==> src/rtl/radial_cosine_image_blend_core_assert.svh <==
// ---------------------------------------------------------------------------
// radial cosine image blend assertion macros
// shorthand for the concurrent checks of the blend core
// ---------------------------------------------------------------------------
`ifndef RADIAL_COSINE_IMAGE_BLEND_CORE_ASSERT_SVH
`define RADIAL_COSINE_IMAGE_BLEND_CORE_ASSERT_SVH

// same-cycle implication
`define RCIB_ASSERT_NOW(lbl, clk, rst, ante, cons) \
   lbl: assert property (@(posedge clk) disable iff (rst) (ante) |-> (cons)) \
      else $error("rcib check failed");

// next-cycle implication
`define RCIB_ASSERT_NEXT(lbl, clk, rst, ante, cons) \
   lbl: assert property (@(posedge clk) disable iff (rst) (ante) |=> (cons)) \
      else $error("rcib check failed");

`endif

==> src/rtl/rcib_pkg.sv <==
// ---------------------------------------------------------------------------
// rcib_pkg
// shared constants, types and elaboration-time weight table builder for the blend core
// ---------------------------------------------------------------------------
`default_nettype none

package rcib_pkg;

   localparam int SIDE_MAX    = 4096;
   localparam int ANGLE_STEPS = 1024;

   localparam int CSR_W = 13;
   localparam int POS_W = 12;
   localparam int PIX_W = 8;

   localparam int CEN_W = $clog2(SIDE_MAX);
   localparam int D2_W  = 2 * CEN_W + 1;
   localparam int R2_W  = 2 * CEN_W;
   localparam int Q_W   = $clog2(ANGLE_STEPS);
   localparam int IDX_W = $clog2(ANGLE_STEPS + 1);
   localparam int SH_W  = (Q_W > 1) ? $clog2(Q_W) : 1;
   localparam int TGT_W = D2_W + 2 * Q_W + 1;

   localparam logic CSR_IMAGE_WIDTH  = 1'b0;
   localparam logic CSR_IMAGE_HEIGHT = 1'b1;

   localparam logic [63:0] PI_Q62  = 64'hC90FDAA22168C235;
   localparam logic [63:0] ONE_Q62 = 64'h4000000000000000;

   typedef struct packed {
      logic [PIX_W-1:0] first_blue;
      logic [PIX_W-1:0] first_green;
      logic [PIX_W-1:0] first_red;
      logic [PIX_W-1:0] second_blue;
      logic [PIX_W-1:0] second_green;
      logic [PIX_W-1:0] second_red;
   } pix_type;

   typedef struct packed {
      logic adv_prod;
      logic adv_out;
   } mix_ctl_type;

   typedef logic [PIX_W-1:0] weight_rom_type [0:ANGLE_STEPS];

   function automatic logic [63:0] mul_shr(input logic [63:0] a, input logic [63:0] b,
                                           input int unsigned s);
      logic [127:0] p;
      p = {64'd0, a} * {64'd0, b};
      p = p >> s;
      return p[63:0];
   endfunction

   function automatic logic [63:0] cos_q62(input logic [63:0] m);
      logic [63:0] x;
      logic [63:0] x2;
      logic [63:0] term;
      logic [63:0] pos;
      logic [63:0] neg;
      x    = (PI_Q62 / 64'(ANGLE_STEPS)) * m + ((PI_Q62 % 64'(ANGLE_STEPS)) * m)
             / 64'(ANGLE_STEPS);
      x2   = mul_shr(x, x, 62);
      term = ONE_Q62;
      pos  = ONE_Q62;
      neg  = 64'd0;
      for (int k = 1; k <= 14; k++) begin
         term = mul_shr(term, x2, 62) / 64'((2 * k - 1) * (2 * k));
         if (k % 2 == 1) begin
            neg = neg + term;
         end else begin
            pos = pos + term;
         end
      end
      return (pos > neg) ? pos - neg : 64'd0;
   endfunction

   function automatic weight_rom_type build_weights();
      weight_rom_type t;
      logic [63:0]    u;
      logic [63:0]    c;
      logic [63:0]    wq;
      for (int q = 0; q <= ANGLE_STEPS; q++) begin
         if (2 * q <= ANGLE_STEPS) begin
            u = ONE_Q62 + cos_q62(64'(q));
         end else begin
            c = cos_q62(64'(ANGLE_STEPS - q));
            u = (c < ONE_Q62) ? ONE_Q62 - c : 64'd0;
         end
         wq   = mul_shr(64'd255, u, 63);
         t[q] = wq[PIX_W-1:0];
      end
      return t;
   endfunction

   // floor(v/255) for v below 65535
   function automatic logic [PIX_W:0] div255(input logic [2*PIX_W:0] v);
      logic [2*PIX_W:0] s;
      s = v + {{PIX_W{1'b0}}, v[2*PIX_W:PIX_W]} + (2*PIX_W+1)'(1);
      return s[2*PIX_W:PIX_W];
   endfunction

endpackage

`default_nettype wire

==> src/rtl/rcib_root_step.sv <==
// ---------------------------------------------------------------------------
// rcib_root_step
// one bit of the distance ratio, found by a trial square against the target
// ---------------------------------------------------------------------------
`default_nettype none

module rcib_root_step
   import rcib_pkg::*;
(
   input  wire logic              clock,
   input  wire logic              advance,
   input  wire logic [SH_W-1:0]   bit_pos,
   input  wire logic [R2_W-1:0]   radius_sq,
   input  wire logic [Q_W-1:0]    q_in,
   input  wire logic [TGT_W-1:0]  acc_in,
   input  wire logic [D2_W-1:0]   dist_in,
   output logic      [Q_W-1:0]    q_out,
   output logic      [TGT_W-1:0]  acc_out,
   output logic      [D2_W-1:0]   dist_out
);

   logic [Q_W-1:0]   q_ff;
   logic [TGT_W-1:0] acc_ff;
   logic [D2_W-1:0]  dist_ff;
   logic [Q_W:0]     lin;
   logic [2*Q_W:0]   inc;
   logic [TGT_W-1:0] prod;
   logic [TGT_W-1:0] trial;
   logic [TGT_W-1:0] target;
   logic [Q_W-1:0]   q_in_next;
   logic [TGT_W-1:0] acc_in_next;

   // (c^2 - q^2) = (2q + 2^k) * 2^k
   assign lin    = {q_in, 1'b0} + ((Q_W+1)'(1) << bit_pos);
   assign inc    = (2*Q_W+1)'(lin) << bit_pos;
   assign prod   = TGT_W'(inc) * TGT_W'(radius_sq);
   assign trial  = acc_in + prod;
   assign target = TGT_W'(dist_in) << (2 * Q_W);

   always_comb begin
      q_in_next   = q_in;
      acc_in_next = acc_in;
      if (trial <= target) begin
         q_in_next   = q_in | (Q_W'(1) << bit_pos);
         acc_in_next = trial;
      end
   end

   always_ff @(posedge clock) begin
      if (advance) begin
         q_ff    <= q_in_next;
         acc_ff  <= acc_in_next;
         dist_ff <= dist_in;
      end
   end

   assign q_out    = q_ff;
   assign acc_out  = acc_ff;
   assign dist_out = dist_ff;

endmodule

`default_nettype wire

==> config.mk <==
export PLATFORM = sky130hd
export DESIGN_NAME = rcib_root_step
export DESIGN_NICKNAME = d
export VERILOG_FILES = /design/src/rtl/radial_cosine_image_blend_core_assert.svh /design/src/rtl/rcib_pkg.sv /design/src/rtl/rcib_root_step.sv
export SDC_FILE = /design/constraint.sdc
export NUM_CORES = 2
export LEC_CHECK = 0
export ABC_AREA = 1
export BUFFER_PORTS_ARGS = -buffer_cell sky130_fd_sc_hd__buf_2
export CAP_MARGIN = 10
export CORE_ASPECT_RATIO = 0.6
export CORE_UTILIZATION = 31
export CTS_CLUSTER_DIAMETER = 150
export DETAILED_ROUTE_END_ITERATION = 16
export GPL_TIMING_DRIVEN = 1
export SETUP_SLACK_MARGIN = 0.4
export SLEW_MARGIN = 20
export SYNTH_ARGS = -nofsm -noshare
export SYNTH_HDL_FRONTEND = slang
export SYNTH_SLANG_ARGS = --single-unit
==> constraint.sdc <==
create_clock -name clock -period 15.2 [get_ports clock]
set_clock_uncertainty 0.05 [all_clocks]
set_input_delay 4.56 -clock clock [delete_from_list [all_inputs] [get_ports clock]]
set_output_delay 4.56 -clock clock [all_outputs]
set_load 0.05 [all_outputs]
==> impl_metrics.tcl <==
set metrics [dict create \
    cts_max_level 3 \
    grt_pass1_wl_mm 120.1 \
    dr_total_vias 20160 \
    grt_pass1_vias 19470 \
    ys_ff_latch 81 \
    gp_congestion 1.027 \
    synthArstFlopShare_pct 0 \
    critPathLaunchType "input port" \
    ys.flop_type "edfxtp_1" \
    syn-num-nets 3645 \
    critPathCaptureType "flip-flop" \
    place_area_um2 25800 \
    diodes 0 \
    antenna_found_initial 3 \
    clock.fmax_ghz 0.06991 \
    min_period_over_period_pct 94.11 \
    stdcell_area_um2 26880 \
    port_buffers 191 \
    core_um2 73800 \
    slew_headroom_pct 23.31 \
    slew_viol_final 0 \
    synth_edf_count 81 \
    drc_errors 0 \
    yosys_warnings 0 \
    rows 77 \
    n_fill_cell 7828 \
    root_buffer "clkbuf_16" \
    status "finished, final reports clean" \
    hp-class "in2reg" \
    gr-total-overflow 0 \
    start_util_pct 31.38 \
    yosys-top-cells-count "670 x inv_1, 588 x nand2_1, 460 x fa_1, 271 x nor2_1, 214 x nand3_1" \
    ant_nets 0 \
    nets 3865 \
    dpl.hpwl_mm 68.05 \
    rsz0062_at_grt "false" \
    slowest_stage "fa_1" \
    ios 192 \
    min_period_ns 14.30 \
    setup_viol 0 \
    fin_tns_setup_ns 0 \
    synthCells 2887 \
    die_area_um2 75830 \
    drive_gt1_share_pct 15.17 \
    area_growth_syn_to_layout_pct 16.10 \
    synthDistinctLibCells 40 \
    dieHeight_um 213.7 \
    worstPathRequired_ns 15.30 \
    synth_area_leader_cell "fa_1" \
    grt_usage_pct 21.11 \
    path_buf_inv 11 \
    clk_path_buf_depth 2 \
    worst-setup-path-type "in2reg" \
    tightest_slew_ns 1.146 \
    postLayoutCoreUtil_pct 36.43 \
    crit_family "adder cells" \
    cpPeakStageDelay_ns 0.54 \
    routedWlPerCell_um 19.52 \
    avgSynthCellArea_um2 8.021 \
    whs_ns 4.296 \
    hold_violations 0 \
    cts-buffers-inserted 9 \
    dr.pass1.iters 6 \
    seq_area_frac_synth_pct 10.50 \
    grt_max_degree 58 \
    synthMostInstantiatedCell "inv_1" \
    yosysTopAreaCellShare_pct 39.77 \
    drt_iter0_markers 2016 \
    critical_path.max_fanout 14 \
    cts_tree "yes" \
    syn_area_um2 23160 \
    multi_input_area_um2 18110 \
    arrival_ns 14.41 \
    wl_mm 80.03 \
    die_x_um 354.8 \
    vias_per_cell 4.917 \
    synthTopCellsByArea "fa_1 40%, inv_1 11%, edfxtp_1 11%" \
    cts.reportedPaths.clkPinSlew_ns 0.08 \
    clock-sinks 81 \
    final-seq-area_um2 2432 \
    drv_cap 0 \
]
[metal layers]
layer	part of all wire, %	wire (um)	up-vias	global-route usage, %
met5	0.016	13	-	0
met4	0.86	691	2	2.482
met3	13	10530	48	6.272
met2	38	30710	1009	28.20
met1	48	38080	9948	33.47
li1	-	-	9149	-
[cell usage in the layout, fill, tap and decap left out, drive strengths merged, types with 4 or more instances in the layout]
master and n:
nor4 4, fa 460, xnor2 15, o21ai 29, inv 681, xor2 21
nor3 11, edfxtp 81, clkinvlp 4, or2 5, nand3 219, o21bai 14
nor2 278, ha 187, buf 321, a21oi 79, nand2 597, nand4 62
a21o 8, o21a 4, clkbuf 15
[cell type report]
type                            count  share of cell area (%)
Clock buffer                        9                  0.8377
Inverter                          681                   9.545
Multi-Input combinational cell   2007                   67.38
Timing Repair Buffer              327                   8.326
Tap cell                          987                   4.593
Sequential cell                    81                   9.047
Clock inverter                      7                  0.2746
[cells by family after synthesis]
group / count (synthesis) / synth area share [%]
AOI/OAI and AO/OA: 142 / 3.453
and+or+nand+nor: 1182 / 21.56
DFF: 81 / 10.50
adders and majority gates: 647 / 49.87
xor gates and xnor gates: 36 / 1.362
buffers and inverters: 799 / 13.25
[final timing paths]
path        start           end  slack, ns  cells past startpoint
max    bit_pos[2]   acc_out[15]       0.90                     46
min   dist_in[24]  dist_out[24]       4.30                      1
[stage by stage]
step	setup WS (ns)	cells
finish	0.8959	4099
global route	0.3907	4099
CTS	0.4089	4076
detailed placement	-0.02851	4060
global placement	-0.05764	4060
floorplan	1.308	2887
[flip-flops by register name (all words and copies together), names as in the netlist]
signal and flops:
q_out 10, dist_out 25, acc_out 46
[what timing repair did]
| action | CTS | global route |
|---|---|---|
| endpoints found under the setup margin | 20 | 56 |
| pin swaps | 0 | 18 |
| gates cloned | 0 | 7 |
| setup buffers | 0 | 16 |
| gates resized for setup | 1 | 134 |
| hold buffers | 0 | 0 |
Power is not shown: default switching activity piles up to over one toggle a cycle in this logic, so the estimate is an artifact.
