[config.mk]
export PLATFORM = sky130hd
export DESIGN_NAME = rcib_mix
export DESIGN_NICKNAME = d
export VERILOG_FILES = /design/src/rtl/radial_cosine_image_blend_core_assert.svh /design/src/rtl/rcib_pkg.sv /design/src/rtl/rcib_mix.sv
export SDC_FILE = /design/constraint.sdc
export NUM_CORES = 1
export LEC_CHECK = 0
export BUFFER_PORTS_ARGS = -buffer_cell sky130_fd_sc_hd__buf_4
export CORE_UTILIZATION = 25
export CTS_BUF_LIST = sky130_fd_sc_hd__clkbuf_16
export DETAILED_ROUTE_END_ITERATION = 10
export SYNTH_ARGS = -nofsm -noshare
export SYNTH_HDL_FRONTEND = slang
export SYNTH_SLANG_ARGS = --single-unit
[constraint.sdc]
create_clock -name clock -period 11.4 [get_ports clock]
set_input_delay 1.14 -clock clock [delete_from_list [all_inputs] [get_ports clock]]
set_output_delay 1.14 -clock clock [all_outputs]
set_load 0.005 [all_outputs]
[src/rtl/radial_cosine_image_blend_core_assert.svh]
// ---------------------------------------------------------------------------
// radial cosine image blend assertion macros
// shorthand for the concurrent checks of the blend core
// ---------------------------------------------------------------------------
`ifndef RADIAL_COSINE_IMAGE_BLEND_CORE_ASSERT_SVH
`define RADIAL_COSINE_IMAGE_BLEND_CORE_ASSERT_SVH

// same-cycle implication
`define RCIB_ASSERT_NOW(lbl, clk, rst, ante, cons) \
   lbl: assert property (@(posedge clk) disable iff (rst) (ante) |-> (cons)) \
      else $error("rcib check failed");

// next-cycle implication
`define RCIB_ASSERT_NEXT(lbl, clk, rst, ante, cons) \
   lbl: assert property (@(posedge clk) disable iff (rst) (ante) |=> (cons)) \
      else $error("rcib check failed");

`endif

[src/rtl/rcib_pkg.sv]
// ---------------------------------------------------------------------------
// rcib_pkg
// shared constants, types and elaboration-time weight table builder for the blend core
// ---------------------------------------------------------------------------
`default_nettype none

package rcib_pkg;

   localparam int SIDE_MAX    = 4096;
   localparam int ANGLE_STEPS = 1024;

   localparam int CSR_W = 13;
   localparam int POS_W = 12;
   localparam int PIX_W = 8;

   localparam int CEN_W = $clog2(SIDE_MAX);
   localparam int D2_W  = 2 * CEN_W + 1;
   localparam int R2_W  = 2 * CEN_W;
   localparam int Q_W   = $clog2(ANGLE_STEPS);
   localparam int IDX_W = $clog2(ANGLE_STEPS + 1);
   localparam int SH_W  = (Q_W > 1) ? $clog2(Q_W) : 1;
   localparam int TGT_W = D2_W + 2 * Q_W + 1;

   localparam logic CSR_IMAGE_WIDTH  = 1'b0;
   localparam logic CSR_IMAGE_HEIGHT = 1'b1;

   localparam logic [63:0] PI_Q62  = 64'hC90FDAA22168C235;
   localparam logic [63:0] ONE_Q62 = 64'h4000000000000000;

   typedef struct packed {
      logic [PIX_W-1:0] first_blue;
      logic [PIX_W-1:0] first_green;
      logic [PIX_W-1:0] first_red;
      logic [PIX_W-1:0] second_blue;
      logic [PIX_W-1:0] second_green;
      logic [PIX_W-1:0] second_red;
   } pix_type;

   typedef struct packed {
      logic adv_prod;
      logic adv_out;
   } mix_ctl_type;

   typedef logic [PIX_W-1:0] weight_rom_type [0:ANGLE_STEPS];

   function automatic logic [63:0] mul_shr(input logic [63:0] a, input logic [63:0] b,
                                           input int unsigned s);
      logic [127:0] p;
      p = {64'd0, a} * {64'd0, b};
      p = p >> s;
      return p[63:0];
   endfunction

   function automatic logic [63:0] cos_q62(input logic [63:0] m);
      logic [63:0] x;
      logic [63:0] x2;
      logic [63:0] term;
      logic [63:0] pos;
      logic [63:0] neg;
      x    = (PI_Q62 / 64'(ANGLE_STEPS)) * m + ((PI_Q62 % 64'(ANGLE_STEPS)) * m)
             / 64'(ANGLE_STEPS);
      x2   = mul_shr(x, x, 62);
      term = ONE_Q62;
      pos  = ONE_Q62;
      neg  = 64'd0;
      for (int k = 1; k <= 14; k++) begin
         term = mul_shr(term, x2, 62) / 64'((2 * k - 1) * (2 * k));
         if (k % 2 == 1) begin
            neg = neg + term;
         end else begin
            pos = pos + term;
         end
      end
      return (pos > neg) ? pos - neg : 64'd0;
   endfunction

   function automatic weight_rom_type build_weights();
      weight_rom_type t;
      logic [63:0]    u;
      logic [63:0]    c;
      logic [63:0]    wq;
      for (int q = 0; q <= ANGLE_STEPS; q++) begin
         if (2 * q <= ANGLE_STEPS) begin
            u = ONE_Q62 + cos_q62(64'(q));
         end else begin
            c = cos_q62(64'(ANGLE_STEPS - q));
            u = (c < ONE_Q62) ? ONE_Q62 - c : 64'd0;
         end
         wq   = mul_shr(64'd255, u, 63);
         t[q] = wq[PIX_W-1:0];
      end
      return t;
   endfunction

   // floor(v/255) for v below 65535
   function automatic logic [PIX_W:0] div255(input logic [2*PIX_W:0] v);
      logic [2*PIX_W:0] s;
      s = v + {{PIX_W{1'b0}}, v[2*PIX_W:PIX_W]} + (2*PIX_W+1)'(1);
      return s[2*PIX_W:PIX_W];
   endfunction

endpackage

`default_nettype wire

[src/rtl/rcib_mix.sv]
// ---------------------------------------------------------------------------
// rcib_mix
// weighted channel products, rounding divide by 255 and saturation
// ---------------------------------------------------------------------------
`default_nettype none

module rcib_mix
   import rcib_pkg::*;
(
   input  wire logic              clock,
   input  wire mix_ctl_type       ctl,
   input  wire logic [PIX_W-1:0]  weight,
   input  wire pix_type           pix,
   output logic      [PIX_W-1:0]  blue,
   output logic      [PIX_W-1:0]  green,
   output logic      [PIX_W-1:0]  red
);

   logic [2*PIX_W-1:0] pa_ff [0:2];
   logic [2*PIX_W-1:0] pb_ff [0:2];
   logic [PIX_W-1:0]   out_ff [0:2];
   logic [PIX_W-1:0]   a_in [0:2];
   logic [PIX_W-1:0]   b_in [0:2];
   logic [PIX_W-1:0]   out_in [0:2];
   logic [PIX_W-1:0]   inv_w;

   assign inv_w = PIX_W'(255) - weight;
   assign a_in[0] = pix.first_blue;
   assign a_in[1] = pix.first_green;
   assign a_in[2] = pix.first_red;
   assign b_in[0] = pix.second_blue;
   assign b_in[1] = pix.second_green;
   assign b_in[2] = pix.second_red;

   always_comb begin
      logic [PIX_W:0]   ha;
      logic [PIX_W:0]   hb;
      logic [PIX_W+1:0] s;
      for (int c = 0; c < 3; c++) begin
         ha = div255({1'b0, pa_ff[c]} + (2*PIX_W+1)'(127));
         hb = div255({1'b0, pb_ff[c]} + (2*PIX_W+1)'(127));
         s  = {1'b0, ha} + {1'b0, hb};
         out_in[c] = (s > (PIX_W+2)'(255)) ? PIX_W'(255) : s[PIX_W-1:0];
      end
   end

   always_ff @(posedge clock) begin
      for (int c = 0; c < 3; c++) begin
         if (ctl.adv_prod) begin
            pa_ff[c] <= a_in[c] * weight;
            pb_ff[c] <= b_in[c] * inv_w;
         end
         if (ctl.adv_out) begin
            out_ff[c] <= out_in[c];
         end
      end
   end

   assign blue  = out_ff[0];
   assign green = out_ff[1];
   assign red   = out_ff[2];

endmodule

`default_nettype wire

==> qor.txt <==
DR DRC count -> 0
# Post-CTS Setup Buffers -> 0
Gate power share -> 70.7%
min Tclk post-route -> 6.00 ns
WL final -> 46.4 mm
hold_sp -> pix[24]
Via Count -> 15,000
XOR/XNOR share of the synthesized area -> 8.62%
largest net degree at the start of global routing -> 50
worst setup margin -> 5.40 ns
HPWL after DPL -> 35.8 mm
reg2reg setup slack -> 5.40 ns
Hold Path Sink -> pa_ff[0][32]$_DFFE_PP_
fill count -> 8,655
Place WS -> 5.40 ns
post-synthesis mux area share -> 0.288%
Peak VDD IR -> 0.155 mV
Switch Pwr -> 2.34 mW
RSZ-0062 raised after global routing -> no
drt first pass iters -> 4
Non-Filler Instances -> 3,357
ys async rst share -> 0%
pwr dens -> 225 nW/um^2
internal power -> 2.87 mW
CTS root buf -> clkbuf_16
DIE AREA -> 84,700 um^2
Site Rows -> 105
Critical Path Fanout Max -> 8
Worst path depth -> 20
delay-heaviest family, CP -> simple AND/OR/NAND/NOR gates
Initial DRC Count -> 589
Hold Path Class -> input port to flop
EDFF count, synth -> 120
Post-Syn Instances -> 2,220
Slew @ Worst Pin -> 0.693 ns
Sw Share -> 44.9%
Setup crit end kind -> flop
sequence of cells on the critical path -> or4_4, or4_1, nand3_1, xor2_2, inv_1, ha_1, or4b_2, o21ai_0, a211oi_2, a221oi_1, xor2_1, ha_1, a21o_1, a21oi_1, o21bai_1, a21oi_1, o21ai_0, nor4b_1, mux2i_1, or2_2
Synth top area share -> 21.0%
cell leakage power -> 10.8 nW
Yosys warnings -> 0
total clock sinks -> 120
CTS buffer count -> 17
setup TNS -> 0 ns
crit path launch -> pa_ff[0][35]$_DFFE_PP_
CP Launch Type -> flop
Clk pwr share -> 9.7%
CTS tree -> done
final setup fails -> 0
Ports -> 83
Critical Path Max Stage Delay -> 0.61 ns
Worst EP arrival -> 6.22 ns
vias in the first global route -> 15,400
Synth area leaders -> fa_1 21%, ha_1 18%, edfxtp_1 17%, inv_1 5.9%, xnor2_1 5.5%
adder-cell share of the synthesized area -> 38.7%
status -> complete, no violations
global-route usage over all layers -> 11.5%
Vias/cell -> 4.46
worst reg2reg path depth -> 20
clock skew -> 0.00582 ns
global route overflow -> 0
register area share after synthesis -> 17.3%
hold_buf cts -> 0
first-pass GRT wire length -> 78.5 mm
sequential power share -> 19.6%
Post-Syn Nets -> 2,792
initial antenna violation count -> 7
worst path bufs/invs -> 1
r2r endpoint -> out_ff[0][17]$_SDFFCE_PN1P_
layout cells sized above 1 -> 7.09%
worst-skew pair later-pin latency -> 0.48 ns
Die W -> 291 um
initial core utilization -> 25.4%
max_cap viols -> 0
relative slew slack -> 53.8%
required time worst endpoint -> 11.63 ns
area leader, netlist -> fa_1
synthesized area per cell -> 9.41 um^2
compound-cell area share of the yosys netlist -> 8.10%
Crit Path Class -> flop to flop
detail-routed net length per standard cell -> 13.8 um
Max Freq -> 0.167 GHz
simple-gate share of the synthesized area -> 20.3%
Area Overhead vs Synth -> 11.1%
routability cong. -> 0.803
Yosys cell types -> 79
Final #Nets -> 2,845
clk buf depth -> 2
Resized cells post-CTS -> 0
main flop type after synthesis -> edfxtp_1
Final Hold Violating Endpoints -> 0
core area -> 82,400 um^2
htree depth -> 4
Max Slew Vio Count -> 0
reg-to-reg startpoint -> pa_ff[0][35]$_DFFE_PP_
Mapped Area -> 20,900 um^2
chip height -> 291 um
clk slew on worst S/H paths -> 0.05 ns
WHS Path Cells -> 2
Pwr Total -> 5.22 mW
Yosys reg bits -> 120
# port buffers -> 82
crit path max-delay cell type -> or4b_2
placed cell count -> 3,324
Final ANT Viol Nets -> 0
final worst-path cycle share -> 52.6%
largest family of logic cells by synthesized area -> adder cells
## sequential cells by signal, summed over array words and instances, names as in the netlist
| register | flops |
|---|---|
| pa_ff | 48 |
| pb_ff | 48 |
| out_ff | 24 |
## cell type report
cell class	count	area [um^2]	area share, %
Sequential cell	120	3600	15.5
Tap cell	1070	1340	5.77
Timing Repair Buffer	83	623	2.69
Inverter	327	1230	5.29
Antenna cell	1	2.50	0.0108
Clock inverter	15	113	0.485
Clock buffer	17	425	1.83
Multi-Input combinational cell	1724	15900	68.4
## routing by layer
layer,vias to the layer above,global-route usage (%),part of all wire [%]
li1,7394,-,-
met1,7358,16.0,50
met2,179,17.5,43
met3,43,3.18,5.4
met4,12,2.40,1.1
met5,-,0,0.16
## cell usage in the layout (no fill, tap or decap), types with 7 or more instances in the layout
cell	count
inv_1	328
ha_1	294
fa_1	219
nand2_1	155
nor2b_1	133
xnor2_1	131
nand2b_1	123
and2_1	123
edfxtp_1	120
buf_4	83
a21oi_1	78
xor2_1	67
nor2_1	57
o21ai_0	39
a21o_1	33
nand3_1	31
nor3_1	31
clkbuf_16	17
o21a_1	16
and3_1	15
or2_2	12
or3_1	11
nor4_1	10
nand4_1	10
o21bai_1	10
a41oi_1	10
a31o_2	9
o211ai_1	9
nor4b_1	7
a31oi_1	7
## logic make-up after synthesis
group | count (synthesis)
compound gates | 251
xor+xnor | 202
fa+ha+maj | 514
buf+inv | 376
flops | 120
mux | 6
simple gates | 751
## cells in the mapped netlist, drive strengths merged, types with 3 or more instances
cell / n
or2: 12
a211oi: 5
and4: 5
inv: 327
nand3: 31
o211ai: 10
nand2: 155
fa: 219
ha: 294
o21bai: 10
o21a: 17
nor4: 10
o21ai: 39
a21o: 33
and3: 16
xor2: 69
o2111ai: 3
and2: 124
buf: 3
a41oi: 10
nor4b: 8
nor2: 58
a31oi: 8
or4: 5
edfxtp: 120
mux2i: 6
or4b: 4
nand4: 11
xnor2: 133
nor3b: 5
a31o: 9
nand2b: 123
o31ai: 6
nor3: 33
or3: 13
a21oi: 80
clkbuf: 46
nor2b: 133
## power by group through the flow
stage	clock network (mW)	registers, mW	logic [mW]
after CTS	0.522	1.03	3.75
after global placement	0	1.03	3.67
after detailed placement	0	1.03	3.70
after floorplan	0	0.969	2.94
after global routing	0.534	1.05	4.25
final	0.505	1.02	3.69
## stage by stage
step           hold WS [ns]  utilization [%]  cell area [um^2]
6_report               1.03             28.2             23200
5_1_grt                1.02             28.2             23200
4_1_cts               0.995             28.2             23200
3_5_place_dp           1.05             27.5             22700
3_3_place_gp           1.05             27.5             22700
2_1_floorplan         0.953                -             20900
## worst max path at each step
| stage | slack (ns) | to |
|---|---|---|
| final | 5.40 | out_ff[0][17]$_SDFFCE_PN1P_ |
| after global routing | 4.87 | out_ff[0][17]$_SDFFCE_PN1P_ |
| after CTS | 5.36 | out_ff[0][17]$_SDFFCE_PN1P_ |
| after detailed placement | 5.40 | out_ff[0][17]$_SDFFCE_PN1P_ |
| after global placement | 5.48 | out_ff[0][17]$_SDFFCE_PN1P_ |
| after floorplan | 5.91 | out_ff[0][17]$_SDFFCE_PN1P_ |
(Power assumes the default switching activity.)
